--- src/hw/rtl/tsk_divider.sv ---
// Restoring divider, one quotient bit per cycle; used for the velocity magnitudes.
// Depends on nothing outside this file.
module tsk_divider (
    input  logic        clk,
    input  logic        rst_n,
    input  logic        start,
    input  logic [54:0] dividend,
    input  logic [32:0] divisor,
    output logic        done,
    output logic [54:0] quotient
);
    logic [54:0] quo_reg;
    logic [54:0] quo_next;
    logic [33:0] rem_reg;
    logic [33:0] rem_next;
    logic [5:0]  cnt_reg;
    logic [5:0]  cnt_next;
    logic        busy_reg;
    logic        busy_next;
    logic        done_reg;
    logic        done_next;
    logic [34:0] trial;

    always_comb
    begin
        quo_next  = quo_reg;
        rem_next  = rem_reg;
        cnt_next  = cnt_reg;
        busy_next = busy_reg;
        done_next = 1'b0;
        trial     = '0;
        if (start)
        begin
            quo_next  = dividend;
            rem_next  = '0;
            cnt_next  = 6'd55;
            busy_next = 1'b1;
        end
        else if (busy_reg)
        begin
            trial = {rem_reg, quo_reg[54]} - {2'b00, divisor};
            if (!trial[34])
            begin
                rem_next = trial[33:0];
                quo_next = {quo_reg[53:0], 1'b1};
            end
            else
            begin
                rem_next = {rem_reg[32:0], quo_reg[54]};
                quo_next = {quo_reg[53:0], 1'b0};
            end
            cnt_next = cnt_reg - 6'd1;
            if (cnt_reg == 6'd1)
            begin
                busy_next = 1'b0;
                done_next = 1'b1;
            end
        end
    end

    always_ff @(posedge clk or negedge rst_n)
    begin
        if (!rst_n)
        begin
            busy_reg <= 1'b0;
            done_reg <= 1'b0;
            cnt_reg  <= '0;
        end
        else
        begin
            busy_reg <= busy_next;
            done_reg <= done_next;
            cnt_reg  <= cnt_next;
        end
    end

    always_ff @(posedge clk)
    begin
        quo_reg <= quo_next;
        rem_reg <= rem_next;
    end

    assign done     = done_reg;
    assign quotient = quo_reg;
endmodule

--- config.mk ---
export PLATFORM = sky130hd
export DESIGN_NAME = tsk_divider
export DESIGN_NICKNAME = d
export VERILOG_FILES = /design/src/hw/rtl/tsk_divider.sv
export SDC_FILE = /design/constraint.sdc
export NUM_CORES = 1
export LEC_CHECK = 0
export ABC_AREA = 1
export BUFFER_PORTS_ARGS = -buffer_cell sky130_fd_sc_hd__buf_2
export CAP_MARGIN = 25
export CORE_UTILIZATION = 56
export CTS_CLUSTER_DIAMETER = 40
export DETAILED_ROUTE_END_ITERATION = 10
export GPL_ROUTABILITY_DRIVEN = 0
export PLACE_DENSITY = 0.84
export SYNTH_ARGS = -nofsm -noshare
export SYNTH_HDL_FRONTEND = slang
export SYNTH_SLANG_ARGS = --single-unit
--- constraint.sdc ---
create_clock -name clk -period 2.8 [get_ports clk]
set_input_delay 0.28 -clock clk [delete_from_list [all_inputs] [get_ports clk]]
set_output_delay 0.28 -clock clk [all_outputs]
set_load 0.005 [all_outputs]
# Word level (Yosys, flattened, before mapping)
# Index checks and enable logic that the tools add are counted.
[word_totals]
register_bits = 97
input_bits = 91
output_inout_bits = 56
elab_cells = 21
[op_classes]
addsub = 2
n_eq_ne = 1
muxes = 12
n_reduce_logical = 1
[op_table]
columns = ["cell", "n"]
rows = [
  ["55-bit 2-to-1 mux", 2],
  ["35-bit by 33-bit subtractor with 35-bit output", 1],
  ["34-bit 2-to-1 mux", 1],
  ["6-bit 2-to-1 mux", 2],
  ["1-bit 2-to-1 mux", 7],
  ["6-bit by 1-bit equality test with 1-bit output, second input constant", 1],
  ["6-bit by 1-bit subtractor with 6-bit output, second input constant", 1],
  ["2-bit nonzero test", 1],
]

# Depth between registers and ports, before layout
[logic_depth]
word_depth = 4
depth_mapped = 18
mapped_depth_nobuf = 18

# Worst setup path before layout
# Ideal clock, no wire load.
[synth_timing]
path_type = "in2reg"
startpoint = "input start"
endpoint = "register quo_reg[0] (netlist: quotient[0]) (enable)"
setup_time_ps = 409
arrival_time_ps = 1950
path_slack_ps = 441
cell_stages = 4
path_buffers = 2
cell_sequence = "clkbuf_1 -> nor2_1 -> clkbuf_1 -> inv_1"
[synth_between]
elab_chain_len = 1
[synth_rtl]
columns = ["item", "line", "text"]
rows = [
  ["from (decl)", "6", "input logic start,"],
  ["2-bit nonzero test (no source line)", "--", ""],
  ["to (signal assigned)", "79", "quo_reg <= quo_next;"],
  ["to (decl)", "12", "logic [54:0] quo_reg;"],
]
# No other way between the ends.
# A chain may end at the register's enable or synchronous reset.

# Final worst setup path
[layout_timing]
startpoint = "register quo_reg[54] (netlist: quotient[54])"
endpoint = "register rem_reg[32]"
[layout_between]
elab_chain_len = 2
[layout_rtl]
columns = ["item", "line", "text"]
rows = [
  ["35-bit by 33-bit subtractor with 35-bit output", "41", "trial = {rem_reg, quo_reg[54]} - {2'b00, divisor};"],
  ["34-bit 2-to-1 mux", "42", "if (!trial[34])"],
  ["to (signal assigned)", "80", "rem_reg <= rem_next;"],
  ["to (decl)", "14", "logic [33:0] rem_reg;"],
]
# No other way between the ends.

==> run_results.csv <==
group,metric,value,unit
clocking,clock-root-buffer,"clkbuf_16",
place,io_buffers,146,
critical_path,crit_path_max_incr_delay,0.41,ns
clocking,cts_tree,"yes",
clocking,clockBufferDepth,2,
critical_path,path_cells,"inv_1 > ha_1 > fa_1 > inv_1 > nand3_1 > nand3_2 > nand2_2 > nand2_2 > nand2_2 > nand2_2 > nand2_2 > nand2_4 > nand2_1 > nand3_1 > nand2_1",
sta,setup_viol,0,
drt,ant_nets,0,
critical_path,critical_path_class,"register to register",
pwr,power,6.75,mW
drt,drt_iter0_drc,531,
hold_path,min_to,"quotient[28]",
global_route,grt_pass1_wl,27.6,mm
critical_path,cp_max_fo,34,
place,placedCellCount,1327,
sta,finalSetupTns,0,ns
pwr,vdd_drop_max,469,uV
layout,drive_above_1_share,16.5,%
sta,final_max_slew_viol_count,0,
drt,routedWlPerCell,12.8,um
place,hpwl,13.0,mm
floorplan,core-area,12000,sq um
synth,synth_nets,1178,
pwr,powerDensity,841,nW/um^2
critical_path,cp-end-kind,"register",
run_status,status,"completed",
place,dpl-instance-area,7730,sq um
global_route,grt_start_max_net_pins,59,
synth,ys_seq_area_share,36.7,%
synth,synth_top_area_share,26.2,%
layout,final_cells,1344,
sta,finalHoldViolCount,0,
critical_path,r2r_setup_slack,0.32,ns
global_route,overflow,0,
clocking,clk-insertion-delay-late,0.36,ns
clocking,htree_levels,3,
critical_path,critPathLaunchType,"register",
drt,avgViaCountPerCell,5.10,
critical_path,arrival,2.73,ns
sta,relSlewSlack,60.4,%
drt,dr.pass1.iters,5,
drt,vias,6859,
layout,final_cell_mix,"482 x nand2_1, 157 x inv_1, 146 x buf_2",
critical_path,slowest_stage,"fa_1",
synth,yosysUniqueCellTypes,38,
sta,min_period,2.48,ns
synth,synth.area.top_cells,"nand2_1 26%, edfxtp_1 24%, dfxtp_1 9.9%",
layout,largest_reg_flops,55,
floorplan,ios,147,
clocking,clock-sinks,97,
synth,synth_area_leader_cell,"nand2_1",
critical_path,r2r_start,"quotient[54]",
clocking,cts_buffers,9,
hold_path,hold_class,"input port to register",
layout,syn2layout_area_growth,16.3,%
layout,design_area,8020,sq um
sta,fin_crit_sh,88.4,%
hold_path,min_delay_path_depth,3,
synth,synth-edff-count,55,
sta,fmax,0.404,GHz
pwr,p_leak,4.55,nW
clocking,cts_resized,0,
sta,rsz0062_at_grt,"no",
sta,worst_slew_pin_slew,0.593,ns
synth,async_flop_share,8.25,%
floorplan,rows,40,
synth,netlist_area,6900,sq um
global_route,grt_usage,27.2,%
floorplan,dieArea,12800,sq um
critical_path,r2r-end,"rem_reg[32]",
floorplan,die_h,113,um
global_route,first_global_vias,6202,
layout,final_common_cell,"nand2_1",
clocking,path_clk_slew,0.07,ns
layout,antenna_cells,0,
synth,synthFlopType,"edfxtp_1",
layout,nFillCells,1089,
hold_path,hp-start,"dividend[28]",
floorplan,die_x,113,um
synth,synth-warning-count,0,
job,cap_violations,0,
synth,synthCells,1051,
critical_path,crit_top_cell,"nand2_2",
drt,routed_wirelength,17.2,mm
global_route,antenna_found_initial,0,
critical_path,critPathRequiredTime,3.05,ns
synth,synth_seq_cells,97,
layout,nNetsFinal,1319,
critical_path,r2r_cells,15,
floorplan,start_util,57.4,%
sta,fin_skew,0.0112,ns
synth,avgSynthCellArea,6.56,sq um
drt,drc,0,
## timing repair
item / 4_1_cts / 5_1_grt
hold endpoints to repair: 8 / 0
hold buffers: 1 / 0
setup buffers: 0 / 0
## critical path, delay by kind of cell, from the launching register on
kind / cells / cell delay (ns)
buffers and inverters: 2 / 0.16
adders and majority gates: 2 / 0.62
DFF: 1 / 0.34
and+or+nand+nor: 11 / 1.25
## area by class of cell
cell class | count | area (sq um) | area share [%]
tap | 147 | 184 | 2.29
clock buffer | 10 | 229 | 2.85
timing repair buffer | 155 | 801 | 9.98
multi-input combinational | 770 | 3630 | 45.3
sequential | 97 | 2530 | 31.6
clock inverter | 6 | 50.0 | 0.624
inverter | 159 | 597 | 7.44
## per-layer routing
layer	global-route usage, %	vias to the layer above	routed length (um)
li1	-	3524	-
met1	35.6	3032	7550
met2	43.8	244	7840
met3	4.98	59	1100
met4	12.8	0	667
met5	0	-	0
## power breakdown
| part | internal (mW) | switching, mW |
|---|---|---|
| combinational | 1.25 | 2.27 |
| clock | 0.615 | 0.589 |
| sequential | 1.81 | 0.206 |
| total | 3.68 | 3.07 |
## cell families (layout without fill, tap and decap cells)
group,count (synthesis),after routing,share of synthesized area [%]
AOI/OAI and AO/OA,63,63,5.35
adders and majority gates,36,36,6.64
and+or+nand+nor,653,653,38.3
buffers and inverters,184,330,10.7
xor gates and xnor gates,18,18,2.29
DFF,97,97,36.7
## worst max-delay path by stage
stage | start | endpoint | slack (ns) | cells after the start
final | quotient[54] | rem_reg[32] | 0.32 | 15
after global placement | divisor[0] | rem_reg[28] | 0.40 | 15
after detailed placement | divisor[0] | rem_reg[32] | 0.33 | 15
after global routing | quotient[54] | rem_reg[4] | 0.14 | 15
after floorplan | start | quotient[0] | 0.44 | 4
after CTS | quotient[54] | rem_reg[32] | 0.33 | 15
## per-stage QoR
step | util (%) | setup WS (ns) | hold slack [ns]
CTS | 66.8 | 0.329 | 0.184
global route | 66.8 | 0.141 | 0.187
floorplan | - | 0.441 | -0.0156
detailed placement | 64.4 | 0.326 | 0.133
global placement | 64.4 | 0.400 | 0.133
finish | 66.8 | 0.324 | 0.189
## cell usage after synthesis, types with 5 or more instances
cell type and count:
a21oi_2 5, nor2_1 67, xnor2_1 13, a21oi_1 25, nor3_1 6, dfrtp_1 8
nand4_1 8, buf_6 5, o21ai_0 16, clkbuf_1 14, xor2_1 5, nand2_2 12
edfxtp_1 55, nand3_1 68, ha_1 35, nand2_1 482, dfxtp_1 34, inv_1 158
(Power assumes the default switching activity.)
